**config.mk**
```make
export PLATFORM = sky130hd
export DESIGN_NAME = inorder_load_alu_pipeline
export DESIGN_NICKNAME = d
export VERILOG_FILES = /design/src/sv/ilap_pkg.sv /design/src/sv/ilap_front.sv /design/src/sv/ilap_back.sv /design/src/sv/inorder_load_alu_pipeline.sv
export SDC_FILE = /design/constraint.sdc
export NUM_CORES = 2
export LEC_CHECK = 0
export BUFFER_PORTS_ARGS = -buffer_cell sky130_fd_sc_hd__buf_4
export CORE_ASPECT_RATIO = 0.8
export CORE_MARGIN = 2
export CORE_UTILIZATION = 41
export DETAILED_ROUTE_END_ITERATION = 6
export REMOVE_ABC_BUFFERS = 1
export SYNTH_ARGS = -nofsm -noshare
export SYNTH_HDL_FRONTEND = slang
export SYNTH_SLANG_ARGS = --single-unit
```
**constraint.sdc**
```tcl
create_clock -name aclk -period 41.4 [get_ports aclk]
set_input_delay 10.35 -clock aclk [delete_from_list [all_inputs] [get_ports aclk]]
set_output_delay 10.35 -clock aclk [all_outputs]
set_load 0.05 [all_outputs]
```
**src/sv/ilap_pkg.sv**
```systemverilog
// ----------------------------------------------------------------------------
// ilap_pkg
// Shared types and constants for the in-order load/ALU pipeline: field
// layout of the stream beats, function and opcode codes, and the classified
// item that the front end hands to the back end.
// ----------------------------------------------------------------------------
package ilap_pkg;

    // field widths
    localparam int IDX_W  = 3;
    localparam int OP_W   = 3;
    localparam int FUNC_W = 2;
    localparam int VAL_W  = 64;
    localparam int WORD_W = 32;

    // input beat layout: tuser = {instr_valid, func}
    localparam int S_TUSER_W     = 3;
    localparam int S_TDATA_W     = 80;
    localparam int S_OPCODE_LSB  = 0;
    localparam int S_DEST_LSB    = 3;
    localparam int S_SRC1_LSB    = 6;
    localparam int S_SRC2_LSB    = 9;
    localparam int S_PIDX_LSB    = 12;
    localparam int S_PVAL_LSB    = 15;
    localparam int S_FUNC_LSB    = 0;
    localparam int S_IVALID_BIT  = 2;

    // output beat layout: tuser = wb_valid, tdata = {pad, busy_res, wb_value, wb_reg}
    localparam int M_TUSER_W     = 1;
    localparam int M_TDATA_W     = 72;
    localparam int M_PAD_W       = M_TDATA_W - IDX_W - VAL_W - 1;

    // item functions
    localparam logic [FUNC_W-1:0] FUNC_STEP    = 2'd0;
    localparam logic [FUNC_W-1:0] FUNC_PRE_REG = 2'd1;
    localparam logic [FUNC_W-1:0] FUNC_PRE_MEM = 2'd2;

    // opcodes; anything above OP_LD passes the destination register through
    localparam logic [OP_W-1:0] OP_ADD = 3'd0;
    localparam logic [OP_W-1:0] OP_SUB = 3'd1;
    localparam logic [OP_W-1:0] OP_AND = 3'd2;
    localparam logic [OP_W-1:0] OP_OR  = 3'd3;
    localparam logic [OP_W-1:0] OP_LD  = 3'd4;

    // classified item, front end to back end
    typedef struct packed {
        logic             step;       // advance the pipeline
        logic             pre_reg;    // preload a register
        logic             pre_mem;    // preload a memory word
        logic             new_instr;  // step brings an instruction into decode
        logic             is_load;    // that instruction is a load
        logic [OP_W-1:0]  op;
        logic [IDX_W-1:0] dest;
        logic [IDX_W-1:0] src1;
        logic [IDX_W-1:0] src2;
        logic [IDX_W-1:0] pidx;
        logic [VAL_W-1:0] pval;
    } item_t;

endpackage

```
**src/sv/ilap_front.sv**
```systemverilog
// ----------------------------------------------------------------------------
// ilap_front
// Input side: unpacks each beat, classifies it (step, register preload,
// memory preload, no-op; load or ALU instruction) and holds it in a
// two-entry queue that the back end drains.
// ----------------------------------------------------------------------------
module ilap_front
    import ilap_pkg::*;
(
    input  logic                 aclk,
    input  logic                 aresetn,
    input  logic                 s_tvalid,
    output logic                 s_tready,
    input  logic [S_TDATA_W-1:0] s_tdata,
    input  logic [S_TUSER_W-1:0] s_tuser,
    output logic                 head_valid,
    output item_t                head,
    input  logic                 head_pop
);

    item_t             in_item;
    logic [FUNC_W-1:0] func;
    logic              push;

    item_t             q_reg [2];
    logic              wr_ptr_reg;
    logic              rd_ptr_reg;
    logic [1:0]        cnt_reg;

    // unpack and classify the incoming beat
    assign func = s_tuser[S_FUNC_LSB +: FUNC_W];

    always_comb begin
        in_item.step    = 1'b0;
        in_item.pre_reg = 1'b0;
        in_item.pre_mem = 1'b0;
        unique case (func)
            FUNC_STEP:    in_item.step    = 1'b1;
            FUNC_PRE_REG: in_item.pre_reg = 1'b1;
            FUNC_PRE_MEM: in_item.pre_mem = 1'b1;
            default:      ;
        endcase
        in_item.op        = s_tdata[S_OPCODE_LSB +: OP_W];
        in_item.dest      = s_tdata[S_DEST_LSB +: IDX_W];
        in_item.src1      = s_tdata[S_SRC1_LSB +: IDX_W];
        in_item.src2      = s_tdata[S_SRC2_LSB +: IDX_W];
        in_item.pidx      = s_tdata[S_PIDX_LSB +: IDX_W];
        in_item.pval      = s_tdata[S_PVAL_LSB +: VAL_W];
        in_item.new_instr = in_item.step && s_tuser[S_IVALID_BIT];
        in_item.is_load   = (in_item.op == OP_LD);
    end

    // two-entry queue
    assign s_tready   = (cnt_reg != 2'd2);
    assign push       = s_tvalid && s_tready;
    assign head_valid = (cnt_reg != 2'd0);
    assign head       = q_reg[rd_ptr_reg];

    always_ff @(posedge aclk) begin
        if (!aresetn) begin
            wr_ptr_reg <= 1'b0;
            rd_ptr_reg <= 1'b0;
            cnt_reg    <= 2'd0;
        end else begin
            if (push) begin
                wr_ptr_reg <= ~wr_ptr_reg;
            end
            if (head_pop) begin
                rd_ptr_reg <= ~rd_ptr_reg;
            end
            cnt_reg <= cnt_reg + 2'(push) - 2'(head_pop);
        end
    end

    always_ff @(posedge aclk) begin
        if (push) begin
            q_reg[wr_ptr_reg] <= in_item;
        end
    end

endmodule

```
**src/sv/ilap_back.sv**
```systemverilog
// ----------------------------------------------------------------------------
// ilap_back
// Execution side: reads the register file and data memory as an item leaves
// the queue, then carries out one pipeline step (retire, load, ALU, address,
// issue, decode) or one preload, and registers the result beat.
// ----------------------------------------------------------------------------
module ilap_back
    import ilap_pkg::*;
#(
    parameter int NUM_REGS       = 8,
    parameter int DATA_WORDS     = 8,
    parameter int WB_QUEUE_DEPTH = 4
) (
    input  logic                 aclk,
    input  logic                 aresetn,
    input  logic                 head_valid,
    input  item_t                head,
    output logic                 head_pop,
    output logic                 m_tvalid,
    input  logic                 m_tready,
    output logic [M_TDATA_W-1:0] m_tdata,
    output logic [M_TUSER_W-1:0] m_tuser
);

    localparam int RF_AW = $clog2(NUM_REGS);
    localparam int DM_AW = $clog2(DATA_WORDS);
    localparam int CNT_W = $clog2(WB_QUEUE_DEPTH + 1);
    localparam int QI_W  = $clog2(WB_QUEUE_DEPTH);

    // ---------------- helpers
    function automatic logic reg_ok(input logic [IDX_W-1:0] idx);
        return 32'(idx) < NUM_REGS;
    endfunction

    function automatic logic mem_ok(input logic [IDX_W-1:0] idx);
        return 32'(idx) < DATA_WORDS;
    endfunction

    // register value after this step's retire: retire, then the write made
    // while the read was in flight, then the array
    function automatic logic [VAL_W-1:0] rf_resolve(
        input logic [IDX_W-1:0] idx,
        input logic [VAL_W-1:0] rdata,
        input logic             rvld,
        input logic             wr_we,
        input logic [IDX_W-1:0] wr_idx,
        input logic [VAL_W-1:0] wr_val,
        input logic             fw_we,
        input logic [IDX_W-1:0] fw_idx,
        input logic [VAL_W-1:0] fw_val
    );
        logic [VAL_W-1:0] v;
        if (!reg_ok(idx)) begin
            v = '0;
        end else if (wr_we && (wr_idx == idx)) begin
            v = wr_val;
        end else if (fw_we && (fw_idx == idx)) begin
            v = fw_val;
        end else if (rvld) begin
            v = rdata;
        end else begin
            v = '0;
        end
        return v;
    endfunction

    // ---------------- execute register
    logic  x_valid_reg;
    item_t x_item_reg;
    logic  adv_x;
    logic  exec_step;

    // ---------------- storage
    logic [VAL_W-1:0]    rfa_mem [NUM_REGS];
    logic [VAL_W-1:0]    rfb_mem [NUM_REGS];
    logic [WORD_W-1:0]   dm_mem  [DATA_WORDS];
    logic [NUM_REGS-1:0]   rf_vld_reg;
    logic [DATA_WORDS-1:0] dm_vld_reg;

    logic [VAL_W-1:0]  rd1_data_reg, rd2_data_reg, rdb_data_reg;
    logic              rd1_vld_reg, rd2_vld_reg, rdb_vld_reg;
    logic [WORD_W-1:0] dm_data_reg;
    logic              dm_rvld_reg;

    // writes that landed in the same cycle as the read
    logic              rff_we_reg;
    logic [IDX_W-1:0]  rff_idx_reg;
    logic [VAL_W-1:0]  rff_val_reg;
    logic              dmf_we_reg;
    logic [IDX_W-1:0]  dmf_idx_reg;
    logic [WORD_W-1:0] dmf_val_reg;

    // ---------------- pipeline slots
    logic             dec_vld_reg, dec_vld_next;
    logic             dec_ld_reg, dec_ld_next;
    logic [OP_W-1:0]  dec_op_reg, dec_op_next;
    logic [IDX_W-1:0] dec_dest_reg, dec_dest_next;
    logic [VAL_W-1:0] dec_a_reg, dec_a_next;
    logic [VAL_W-1:0] dec_b_reg, dec_b_next;

    logic             alu_vld_reg, alu_vld_next;
    logic [OP_W-1:0]  alu_op_reg, alu_op_next;
    logic [IDX_W-1:0] alu_dest_reg, alu_dest_next;
    logic [VAL_W-1:0] alu_a_reg, alu_a_next;
    logic [VAL_W-1:0] alu_b_reg, alu_b_next;

    // only the low address bits of the operands matter
    logic             agu_vld_reg, agu_vld_next;
    logic [IDX_W-1:0] agu_dest_reg, agu_dest_next;
    logic [IDX_W-1:0] agu_a_reg, agu_a_next;
    logic [IDX_W-1:0] agu_b_reg, agu_b_next;

    logic             ld_vld_reg, ld_vld_next;
    logic [IDX_W-1:0] ld_dest_reg, ld_dest_next;
    logic [IDX_W-1:0] ld_addr_reg, ld_addr_next;

    // ---------------- write-back queue (head at entry 0)
    logic [IDX_W-1:0] wbq_idx_reg [WB_QUEUE_DEPTH];
    logic [IDX_W-1:0] wbq_idx_next [WB_QUEUE_DEPTH];
    logic [VAL_W-1:0] wbq_val_reg [WB_QUEUE_DEPTH];
    logic [VAL_W-1:0] wbq_val_next [WB_QUEUE_DEPTH];
    logic [CNT_W-1:0] wbq_cnt_reg, wbq_cnt_next;
    logic [CNT_W-1:0] cnt0, cnt1;

    // ---------------- step datapath
    logic             ret, ret_we;
    logic [IDX_W-1:0] ret_idx;
    logic [VAL_W-1:0] ret_val;
    logic             pre_we;
    logic             rf_we;
    logic [IDX_W-1:0] rf_widx;
    logic [VAL_W-1:0] rf_wval;
    logic             dm_we;
    logic [VAL_W-1:0] src1_v, src2_v, pass_v;
    logic [WORD_W-1:0] ld_word;
    logic [VAL_W-1:0] ld_value;
    logic [VAL_W-1:0] alu_res;
    logic             busy_next;

    // ---------------- output register
    logic             m_valid_reg;
    logic             m_wbv_reg;
    logic [IDX_W-1:0] m_wbr_reg;
    logic [VAL_W-1:0] m_wbval_reg;
    logic             m_busy_reg;

    // flow control
    assign adv_x     = x_valid_reg && (!m_valid_reg || m_tready);
    assign head_pop  = head_valid && (!x_valid_reg || adv_x);
    assign exec_step = adv_x && x_item_reg.step;

    // retire and register file write port
    assign ret     = exec_step && (wbq_cnt_reg != '0);
    assign ret_idx = wbq_idx_reg[0];
    assign ret_val = wbq_val_reg[0];
    assign ret_we  = ret && reg_ok(ret_idx);
    assign pre_we  = adv_x && x_item_reg.pre_reg && reg_ok(x_item_reg.pidx);
    assign rf_we   = ret_we || pre_we;
    assign rf_widx = ret_we ? ret_idx : x_item_reg.pidx;
    assign rf_wval = ret_we ? ret_val : x_item_reg.pval;
    assign dm_we   = adv_x && x_item_reg.pre_mem && mem_ok(x_item_reg.pidx);

    // operand values after retire
    assign src1_v = rf_resolve(x_item_reg.src1, rd1_data_reg, rd1_vld_reg, ret_we, ret_idx,
                               ret_val, rff_we_reg, rff_idx_reg, rff_val_reg);
    assign src2_v = rf_resolve(x_item_reg.src2, rd2_data_reg, rd2_vld_reg, ret_we, ret_idx,
                               ret_val, rff_we_reg, rff_idx_reg, rff_val_reg);
    assign pass_v = rf_resolve(alu_dest_reg, rdb_data_reg, rdb_vld_reg, ret_we, ret_idx,
                               ret_val, rff_we_reg, rff_idx_reg, rff_val_reg);

    // load word, sign-extended
    always_comb begin
        if (!mem_ok(ld_addr_reg)) begin
            ld_word = '0;
        end else if (dmf_we_reg && (dmf_idx_reg == ld_addr_reg)) begin
            ld_word = dmf_val_reg;
        end else if (dm_rvld_reg) begin
            ld_word = dm_data_reg;
        end else begin
            ld_word = '0;
        end
        ld_value = {{(VAL_W - WORD_W){ld_word[WORD_W-1]}}, ld_word};
    end

    // ALU
    always_comb begin
        case (alu_op_reg)
            OP_ADD:  alu_res = alu_a_reg + alu_b_reg;
            OP_SUB:  alu_res = alu_a_reg - alu_b_reg;
            OP_AND:  alu_res = alu_a_reg & alu_b_reg;
            OP_OR:   alu_res = alu_a_reg | alu_b_reg;
            default: alu_res = pass_v;
        endcase
    end

    // slot advance: load, address, issue, decode
    always_comb begin
        dec_vld_next  = dec_vld_reg;
        dec_ld_next   = dec_ld_reg;
        dec_op_next   = dec_op_reg;
        dec_dest_next = dec_dest_reg;
        dec_a_next    = dec_a_reg;
        dec_b_next    = dec_b_reg;
        alu_vld_next  = alu_vld_reg;
        alu_op_next   = alu_op_reg;
        alu_dest_next = alu_dest_reg;
        alu_a_next    = alu_a_reg;
        alu_b_next    = alu_b_reg;
        agu_vld_next  = agu_vld_reg;
        agu_dest_next = agu_dest_reg;
        agu_a_next    = agu_a_reg;
        agu_b_next    = agu_b_reg;
        ld_vld_next   = ld_vld_reg;
        ld_dest_next  = ld_dest_reg;
        ld_addr_next  = ld_addr_reg;
        if (exec_step) begin
            // address -> load
            ld_vld_next = agu_vld_reg;
            if (agu_vld_reg) begin
                ld_dest_next = agu_dest_reg;
                ld_addr_next = agu_a_reg + agu_b_reg;
            end
            // issue
            agu_vld_next = dec_vld_reg && dec_ld_reg;
            alu_vld_next = dec_vld_reg && !dec_ld_reg;
            if (dec_vld_reg && dec_ld_reg) begin
                agu_dest_next = dec_dest_reg;
                agu_a_next    = dec_a_reg[IDX_W-1:0];
                agu_b_next    = dec_b_reg[IDX_W-1:0];
            end
            if (dec_vld_reg && !dec_ld_reg) begin
                alu_op_next   = dec_op_reg;
                alu_dest_next = dec_dest_reg;
                alu_a_next    = dec_a_reg;
                alu_b_next    = dec_b_reg;
            end
            // decode
            dec_vld_next = x_item_reg.new_instr;
            if (x_item_reg.new_instr) begin
                dec_ld_next   = x_item_reg.is_load;
                dec_op_next   = x_item_reg.op;
                dec_dest_next = x_item_reg.dest;
                dec_a_next    = src1_v;
                dec_b_next    = src2_v;
            end
        end
    end

    // write-back queue: pop head, then push load result, then ALU result
    always_comb begin
        wbq_idx_next = wbq_idx_reg;
        wbq_val_next = wbq_val_reg;
        cnt0 = wbq_cnt_reg - CNT_W'(ret);
        for (int i = 0; i < WB_QUEUE_DEPTH - 1; i++) begin
            if (ret) begin
                wbq_idx_next[i] = wbq_idx_reg[i+1];
                wbq_val_next[i] = wbq_val_reg[i+1];
            end
        end
        cnt1 = cnt0;
        if (exec_step && ld_vld_reg && (cnt0 < CNT_W'(WB_QUEUE_DEPTH))) begin
            wbq_idx_next[cnt0[QI_W-1:0]] = ld_dest_reg;
            wbq_val_next[cnt0[QI_W-1:0]] = ld_value;
            cnt1 = cnt0 + 1'b1;
        end
        wbq_cnt_next = cnt1;
        if (exec_step && alu_vld_reg && (cnt1 < CNT_W'(WB_QUEUE_DEPTH))) begin
            wbq_idx_next[cnt1[QI_W-1:0]] = alu_dest_reg;
            wbq_val_next[cnt1[QI_W-1:0]] = alu_res;
            wbq_cnt_next = cnt1 + 1'b1;
        end
    end

    assign busy_next = dec_vld_next || alu_vld_next || agu_vld_next || ld_vld_next ||
                       (wbq_cnt_next != '0);

    // control state
    always_ff @(posedge aclk) begin
        if (!aresetn) begin
            x_valid_reg <= 1'b0;
            m_valid_reg <= 1'b0;
            dec_vld_reg <= 1'b0;
            alu_vld_reg <= 1'b0;
            agu_vld_reg <= 1'b0;
            ld_vld_reg  <= 1'b0;
            wbq_cnt_reg <= '0;
            rf_vld_reg  <= '0;
            dm_vld_reg  <= '0;
            rff_we_reg  <= 1'b0;
            dmf_we_reg  <= 1'b0;
        end else begin
            if (head_pop) begin
                x_valid_reg <= 1'b1;
            end else if (adv_x) begin
                x_valid_reg <= 1'b0;
            end
            if (adv_x) begin
                m_valid_reg <= 1'b1;
            end else if (m_tready) begin
                m_valid_reg <= 1'b0;
            end
            dec_vld_reg <= dec_vld_next;
            alu_vld_reg <= alu_vld_next;
            agu_vld_reg <= agu_vld_next;
            ld_vld_reg  <= ld_vld_next;
            wbq_cnt_reg <= wbq_cnt_next;
            if (rf_we) begin
                rf_vld_reg[RF_AW'(rf_widx)] <= 1'b1;
            end
            if (dm_we) begin
                dm_vld_reg[DM_AW'(x_item_reg.pidx)] <= 1'b1;
            end
            if (head_pop) begin
                rff_we_reg <= rf_we;
                dmf_we_reg <= dm_we;
            end
        end
    end

    // payload state
    always_ff @(posedge aclk) begin
        if (head_pop) begin
            x_item_reg  <= head;
            rff_idx_reg <= rf_widx;
            rff_val_reg <= rf_wval;
            dmf_idx_reg <= x_item_reg.pidx;
            dmf_val_reg <= x_item_reg.pval[WORD_W-1:0];
            rd1_vld_reg <= rf_vld_reg[RF_AW'(head.src1)];
            rd2_vld_reg <= rf_vld_reg[RF_AW'(head.src2)];
            rdb_vld_reg <= rf_vld_reg[RF_AW'(alu_dest_next)];
            dm_rvld_reg <= dm_vld_reg[DM_AW'(ld_addr_next)];
        end
        dec_ld_reg   <= dec_ld_next;
        dec_op_reg   <= dec_op_next;
        dec_dest_reg <= dec_dest_next;
        dec_a_reg    <= dec_a_next;
        dec_b_reg    <= dec_b_next;
        alu_op_reg   <= alu_op_next;
        alu_dest_reg <= alu_dest_next;
        alu_a_reg    <= alu_a_next;
        alu_b_reg    <= alu_b_next;
        agu_dest_reg <= agu_dest_next;
        agu_a_reg    <= agu_a_next;
        agu_b_reg    <= agu_b_next;
        ld_dest_reg  <= ld_dest_next;
        ld_addr_reg  <= ld_addr_next;
        wbq_idx_reg  <= wbq_idx_next;
        wbq_val_reg  <= wbq_val_next;
        if (adv_x) begin
            m_wbv_reg   <= ret;
            m_wbr_reg   <= ret ? ret_idx : '0;
            m_wbval_reg <= ret ? ret_val : '0;
            m_busy_reg  <= busy_next;
        end
    end

    // register file, copy A: source operand ports
    always_ff @(posedge aclk) begin
        if (rf_we) begin
            rfa_mem[RF_AW'(rf_widx)] <= rf_wval;
        end
        if (head_pop) begin
            rd1_data_reg <= rfa_mem[RF_AW'(head.src1)];
            rd2_data_reg <= rfa_mem[RF_AW'(head.src2)];
        end
    end

    // register file, copy B: pass-through destination port
    always_ff @(posedge aclk) begin
        if (rf_we) begin
            rfb_mem[RF_AW'(rf_widx)] <= rf_wval;
        end
        if (head_pop) begin
            rdb_data_reg <= rfb_mem[RF_AW'(alu_dest_next)];
        end
    end

    // data memory
    always_ff @(posedge aclk) begin
        if (dm_we) begin
            dm_mem[DM_AW'(x_item_reg.pidx)] <= x_item_reg.pval[WORD_W-1:0];
        end
        if (head_pop) begin
            dm_data_reg <= dm_mem[DM_AW'(ld_addr_next)];
        end
    end

    // result beat
    assign m_tvalid = m_valid_reg;
    assign m_tuser  = m_wbv_reg;
    assign m_tdata  = {{M_PAD_W{1'b0}}, m_busy_reg, m_wbval_reg, m_wbr_reg};

endmodule

```
**src/sv/inorder_load_alu_pipeline.sv**
```systemverilog
// ----------------------------------------------------------------------------
// inorder_load_alu_pipeline
// In-order pipeline with a register file and data memory. Each step beat
// advances retire, load, ALU, address, issue and decode once; preload beats
// write a register or a memory word. One result beat per input beat.
// ----------------------------------------------------------------------------
// Path: an input beat passes the two-entry input queue, the execute register
//   and the output register. Throughput: one beat per cycle unless m_tready
//   stalls it; the execute stage does a whole step at once, with register file
//   and memory reads issued as the beat leaves the input queue.
// Reset: aresetn is synchronous, active low; it empties the queue and all
//   slots, and the register file and data memory read as zero until written.
module inorder_load_alu_pipeline
    import ilap_pkg::*;
#(
    parameter int NUM_REGS       = 8,
    parameter int DATA_WORDS     = 8,
    parameter int WB_QUEUE_DEPTH = 4
) (
    input  logic                 aclk,
    input  logic                 aresetn,
    input  logic                 s_tvalid,
    output logic                 s_tready,
    // opcode, dest_reg, src1_reg, src2_reg, preload_index, preload_value, pad
    input  logic [S_TDATA_W-1:0] s_tdata,
    // func, instr_valid
    input  logic [S_TUSER_W-1:0] s_tuser,
    output logic                 m_tvalid,
    input  logic                 m_tready,
    // wb_reg, wb_value, busy_res, pad
    output logic [M_TDATA_W-1:0] m_tdata,
    // wb_valid
    output logic [M_TUSER_W-1:0] m_tuser
);

    logic  head_valid;
    item_t head;
    logic  head_pop;

    // classify and queue
    ilap_front u_front (
        .aclk       (aclk),
        .aresetn    (aresetn),
        .s_tvalid   (s_tvalid),
        .s_tready   (s_tready),
        .s_tdata    (s_tdata),
        .s_tuser    (s_tuser),
        .head_valid (head_valid),
        .head       (head),
        .head_pop   (head_pop)
    );

    // execute
    ilap_back #(
        .NUM_REGS       (NUM_REGS),
        .DATA_WORDS     (DATA_WORDS),
        .WB_QUEUE_DEPTH (WB_QUEUE_DEPTH)
    ) u_back (
        .aclk       (aclk),
        .aresetn    (aresetn),
        .head_valid (head_valid),
        .head       (head),
        .head_pop   (head_pop),
        .m_tvalid   (m_tvalid),
        .m_tready   (m_tready),
        .m_tdata    (m_tdata),
        .m_tuser    (m_tuser)
    );

endmodule

```
**Word-level counts from Yosys, hierarchy flattened**

Memory sizes are Yosys's and may differ from the RTL's. A register that Yosys moved wholly into a read port is not among the register bits.
Cells that the tools add are included.

- $add $sub $neg: 8
- Bitwise gates (word level): 8
- $lt $le $gt $ge: 14
- Eq/ne operators: 14
- Multiplexer cells: 73
- Reduce and logical (&&, ||, !) cells: 46

Operators by type and width:

| cell | count |
|---|---|
| $mux 64 | 15 |
| $bwmux 256 | 2 |
| $mux 256 | 2 |
| $demux 64 s2 | 2 |
| $pmux 64 s4 | 1 |
| $add 64x64->64 | 1 |
| $and 64x64->64 | 1 |
| $mux 32 | 2 |
| $or 64x64->64 | 1 |
| $sub 64x64->64 | 1 |
| $mux 3 | 12 |
| $logic_and 1x1->1 | 25 |
| $mux 1 | 25 |
| $bwmux 12 | 2 |
| $lt 3x4->1 const B | 6 |
| $mux 12 | 2 |
| $eq 3x3->1 | 7 |
| $or 8x8->8 | 2 |
| $bmux 1 s3 | 4 |
| $demux 3 s2 | 2 |
| $reduce_and 2->1 | 4 |
| $logic_or 1x1->1 | 7 |
| $add 3x1->3 const B | 2 |
| $demux 1 s3 | 2 |
| 21 further kinds | 33 |

- Memories: 4
- RAM bits: 1448
- Output and inout bits: 75
- Bits in registers: 842

Memories:

| memory | depth | bits a word | rd ports | clocked after memory_dff | write ports | RTL line | source |
|---|---|---|---|---|---|---|---|
| u_back.rfa_mem | 8 | 64 | 2 | 2 | 1 | ilap_back.sv:74 | `logic [VAL_W-1:0] rfa_mem [NUM_REGS];` |
| u_back.rfb_mem | 8 | 64 | 1 | 1 | 1 | ilap_back.sv:75 | `logic [VAL_W-1:0] rfb_mem [NUM_REGS];` |
| u_back.dm_mem | 8 | 32 | 1 | 1 | 1 | ilap_back.sv:76 | `logic [WORD_W-1:0] dm_mem [DATA_WORDS];` |
| u_front.q_reg | 2 | 84 | 1 | 1 | 1 | ilap_front.sv:25 | `item_t q_reg [2];` |

**Depth between registers and ports, before layout**

- Depth after elaboration: 16
- Mapped depth: 23

**Cells and area by module**

From an unflattened synthesis, not the netlist that was laid out.

- Cells, all modules: 7895
- Area, all modules: 93043.0 µm²

Modules (own cells, without submodules):

| module | instances | cells an instance | sequential area each (µm²) | area an instance (µm²) |
|---|---|---|---|---|
| ilap_back | 1 | 7603 | 51939.8 | 86462.9 |
| ilap_front | 1 | 292 | 5144.9 | 6580.1 |

**Worst setup path after synthesis**

Ideal clock, no wire load.

- Path kind: input port to flip-flop
- Start: input m_tready
- End: register u_front.cnt_reg[1]
- Path slack: 7.728 ns
- Data arrival time: 33.544 ns
- Buffers on the path: 0
- Stages on the path: 8
- Cell sequence: nor2b_1 -> a21oi_1 -> ha_1 -> inv_1 -> ha_1 -> xor2_1 -> xnor2_1 -> nor2_1

- Cells in the longest elaborated chain, start to end: 5

RTL lines:

| element | RTL line | source |
|---|---|---|
| start, declared | inorder_load_alu_pipeline.sv:29 | `input logic m_tready,` |
| $logic_or 1x1->1 | ilap_back.sv:148 | `assign adv_x = x_valid_reg && (!m_valid_reg \|\| m_tready);` |
| $logic_and 1x1->1 | ilap_back.sv:148 |  |
| $logic_or 1x1->1 | ilap_back.sv:149 | `assign head_pop = head_valid && (!x_valid_reg \|\| adv_x);` |
| $logic_and 1x1->1 | ilap_back.sv:149 |  |
| named net head_pop | inorder_load_alu_pipeline.sv:38 | `logic head_pop;` |
| $sub 2x1->2 | ilap_front.sv:71 | `cnt_reg <= cnt_reg + 2'(push) - 2'(head_pop);` |
| end signal, assigned | ilap_front.sv:71 |  |
| end, declared | ilap_front.sv:28 | `logic [1:0] cnt_reg;` |

The timed path passes the listed nets, and every way through them passes these cells.
A chain may end at the register's enable or synchronous reset.

==> results.md <==
* Status: finished with violations
* Failing checks: design-rule violations
* Yosys reg bits at approximately 2,000
* Worst hold slack at 380 ps
* Unrepaired setup endpoints after global routing: false
* Antenna viol nets, final at 0
* Most frequent cells in the layout: 2,878 x nand2_1, 1,697 x edfxtp_1, 1,314 x nand3_1
* Synthesized area at 94,500 µm²
* Max FFs per register at 320
* Post-DP HPWL at 188,000 µm
* Final Cycle Share at 39.1%
* Max stage delay on crit path at approximately 870 ps
* Pwr dens at 59.1 nW/µm²
* Initial antenna violation count at 9
* Setup CP Type: input port to register
* Average size of a mapped cell at roughly 10 µm²
* Reg2reg setup slack at 34,410 ps
* DR iter-0 viols at 11,625
* Synth Flop Type: edfxtp_1
* Core area at 229,000 µm²
* Delay-heaviest family, CP: simple AND/OR/NAND/NOR gates
* # setup viols final at 0
* Via/cell ratio at 6.06
* Least-Margin Pin Slew at about 1300 ps
* GRT Total Usage at 26.5%
* Yosys cell types at 83
* Layout cells sized above 1 at 7.98%
* Ys async rst share at 0%
* Setup TNS at 0 ps
* Gr ovfl total at 0
* Die area at 234,000 µm²
* Most used cell, CP: buf_4
* IO Port Bufs at 156
* Minimum clock period at 16,180 ps
* Num CTS Buffers at about 210
* CTS H-tree depth at 4
* Final Hold Violating Endpoints at 0
* Post-CTS Hold Buffers at 0
* CTS sink cnt at 2,003
* Biggest regs: u_back.rfa_mem: 320 flops, u_back.dm_mem: 256 flops
* Vias post-DR at between 70,000 and 80,000
* Initial Utilization at 41.3%
* Max Buffers Root-to-Sink at 3
* Global-route wire length before repair at 469,000 µm
* Synth Warn # at 0
* Highest ir drop seen on vdd at 0.0000502 V
* # resized after CTS at 0
* Crit-path max FO at 91
* Biggest register: u_back.rfa_mem
* Wire per inst at approximately 25 µm
* Worst skew pair latency at 890 ps
* Final Skew at 51.2 ps
* WP data arrival at 17,000 ps
* Hold Path Class: register to register
* EDFF count, synth at 1,697
* Maximum Capacitance Violations at 0
* Post-route DRC at 9
* Height of the die at between 400 and 500 µm
* Critical path buffers and inverters at 4
* Vias in the first global route at about 73,000
* Mapped Cells at 9,647
* Leak at 38.4 nW
* RePlAce Congestion at between 0.9 and 1
* Post-CTS Setup Bufs at 0
* FMAX at 0.0618 GHz
* DIE WIDTH at 541 µm
* Rel. slew slack at 13.5%
* Commonest non-fill, non-tap cell in the layout: nand2_1
* Final nets at roughly 9,600
* Rows at around 160
* Critical Path RT at 42,220 ps
* Largest net degree at the start of global routing at ~150
* Register area share after synthesis at approximately three fifths
* Final slew viol count at 0
* TritonCTS clock tree: yes
* CP Capture Type: register
* I/O pins at ~160
* Clk pin slew, worst setup/hold paths at 60 ps
* Total wire length at 320,000 µm
* CTS Root Cell: clkbuf_16
* CP max stage cell: and2_2
* Worst Setup Start Kind: input port
* Area Growth Syn to Fin at 11.2%
* Number of detailed-route iterations in the first pass at 7
* CP cell instances: buf_4 -> nor2b_1 -> and3b_1 -> nand2b_4 -> inv_8 -> ha_1 -> ha_1 -> xnor2_1 -> and3_1 -> and2_2 -> nor2_1 -> nand2_4 -> buf_4 -> o21ai_1 -> buf_4 -> a31oi_1 -> a21o_1
per-layer routing:
layer / vias to the layer above / part of all wire (%) / GRT usage (%)
li1: 33820 / - / -
met1: 37101 / 42 / 38.2
met4: 2 / 3.4 / 9.37
met2: 4928 / 43 / 39.4
met5: - / 0.0041 / 0
met3: 747 / 12 / 5.79
kinds of logic after synthesis:
group                      Yosys count  share of synthesized area [%]
adders and majority gates          129                           1.60
other                                1                        0.00397
AOI/OAI and AO/OA                 1641                           10.1
buffers and inverters              774                           3.14
muxes                               98                           1.14
and+or+nand+nor                   4860                           22.3
DFF                               2003                           60.4
xor gates and xnor gates           141                           1.31
where the power goes:
group / switching (mW) / total [mW] / internal [mW]
clock network: 0.818 / 1.84 / 1.02
logic: 1.11 / 1.50 / 0.385
registers: 0.173 / 2.88 / 2.71
through the flow:
step	power [mW]	utilization, %	cells	area [µm²]	worst slack [ps]
after floorplan	4.02	-	8931	91800	5730
after global placement	4.34	43.0	12257	98500	24540
after detailed placement	4.37	43.0	12257	98500	24480
after CTS	6.20	45.9	12646	105000	25390
after global routing	6.45	45.9	12648	105000	24930
final	6.21	45.9	12650	105000	25220
area by class of cell:
| cell class | instances | area (µm²) |
|---|---|---|
| Tap cell | 3021 | 3780 |
| Clock inverter | 117 | 1070 |
| Inverter | 55 | 245 |
| Clock buffer | 272 | 5520 |
| Fill cell | 20969 | 124000 |
| Timing Repair Buffer | 305 | 2450 |
| Antenna cell | 4 | 10.0 |
| Multi-Input combinational cell | 6873 | 34900 |
| Sequential cell | 2003 | 57100 |
cell usage after synthesis (14+ instances only):
| library cell | count | share of area [%] |
|---|---|---|
| a21o_1 | 107 | 0.85 |
| a21oi_1 | 382 | 2.0 |
| a311o_1 | 58 | 0.61 |
| a311oi_1 | 15 | 0.14 |
| a31oi_1 | 32 | 0.21 |
| and2_1 | 86 | 0.57 |
| and3_1 | 200 | 1.3 |
| buf_1 | 87 | 0.35 |
| buf_2 | 32 | 0.17 |
| clkbuf_1 | 595 | 2.4 |
| dfxtp_1 | 306 | 6.5 |
| edfxtp_1 | 1697 | 54 |
| ha_1 | 79 | 1.0 |
| inv_1 | 46 | 0.18 |
| maj3_1 | 48 | 0.51 |
| mux2_2 | 81 | 0.96 |
| mux2i_1 | 17 | 0.18 |
| nand2_1 | 2885 | 11 |
| nand3_1 | 1314 | 7.0 |
| nand4_1 | 28 | 0.19 |
| nor2_1 | 210 | 0.83 |
| nor3_1 | 25 | 0.13 |
| o211ai_1 | 126 | 1.0 |
| o21a_1 | 17 | 0.14 |
| o21ai_0 | 781 | 4.1 |
| o21bai_1 | 16 | 0.13 |
| o22ai_1 | 32 | 0.21 |
| o31ai_1 | 14 | 0.11 |
| or3_1 | 38 | 0.25 |
| xnor2_1 | 81 | 0.75 |
| xor2_1 | 59 | 0.55 |
worst paths after layout:
check / from / to / depth (start not counted)
worst max-delay path: m_tready / u_back.wbq_val_reg[168]$_DFF_P_ / 17
worst min-delay path: u_back.dec_b_reg[57]$_DFFE_PP_ / u_back.alu_b_reg[57]$_DFFE_PP_ / 0
worst max register to register: u_back.m_tvalid$_SDFFE_PN0P_ / u_back.wbq_val_reg[168]$_DFF_P_ / 16
worst min register to register: u_back.dec_b_reg[57]$_DFFE_PP_ / u_back.alu_b_reg[57]$_DFFE_PP_ / 0
(Power assumes the default switching activity.)
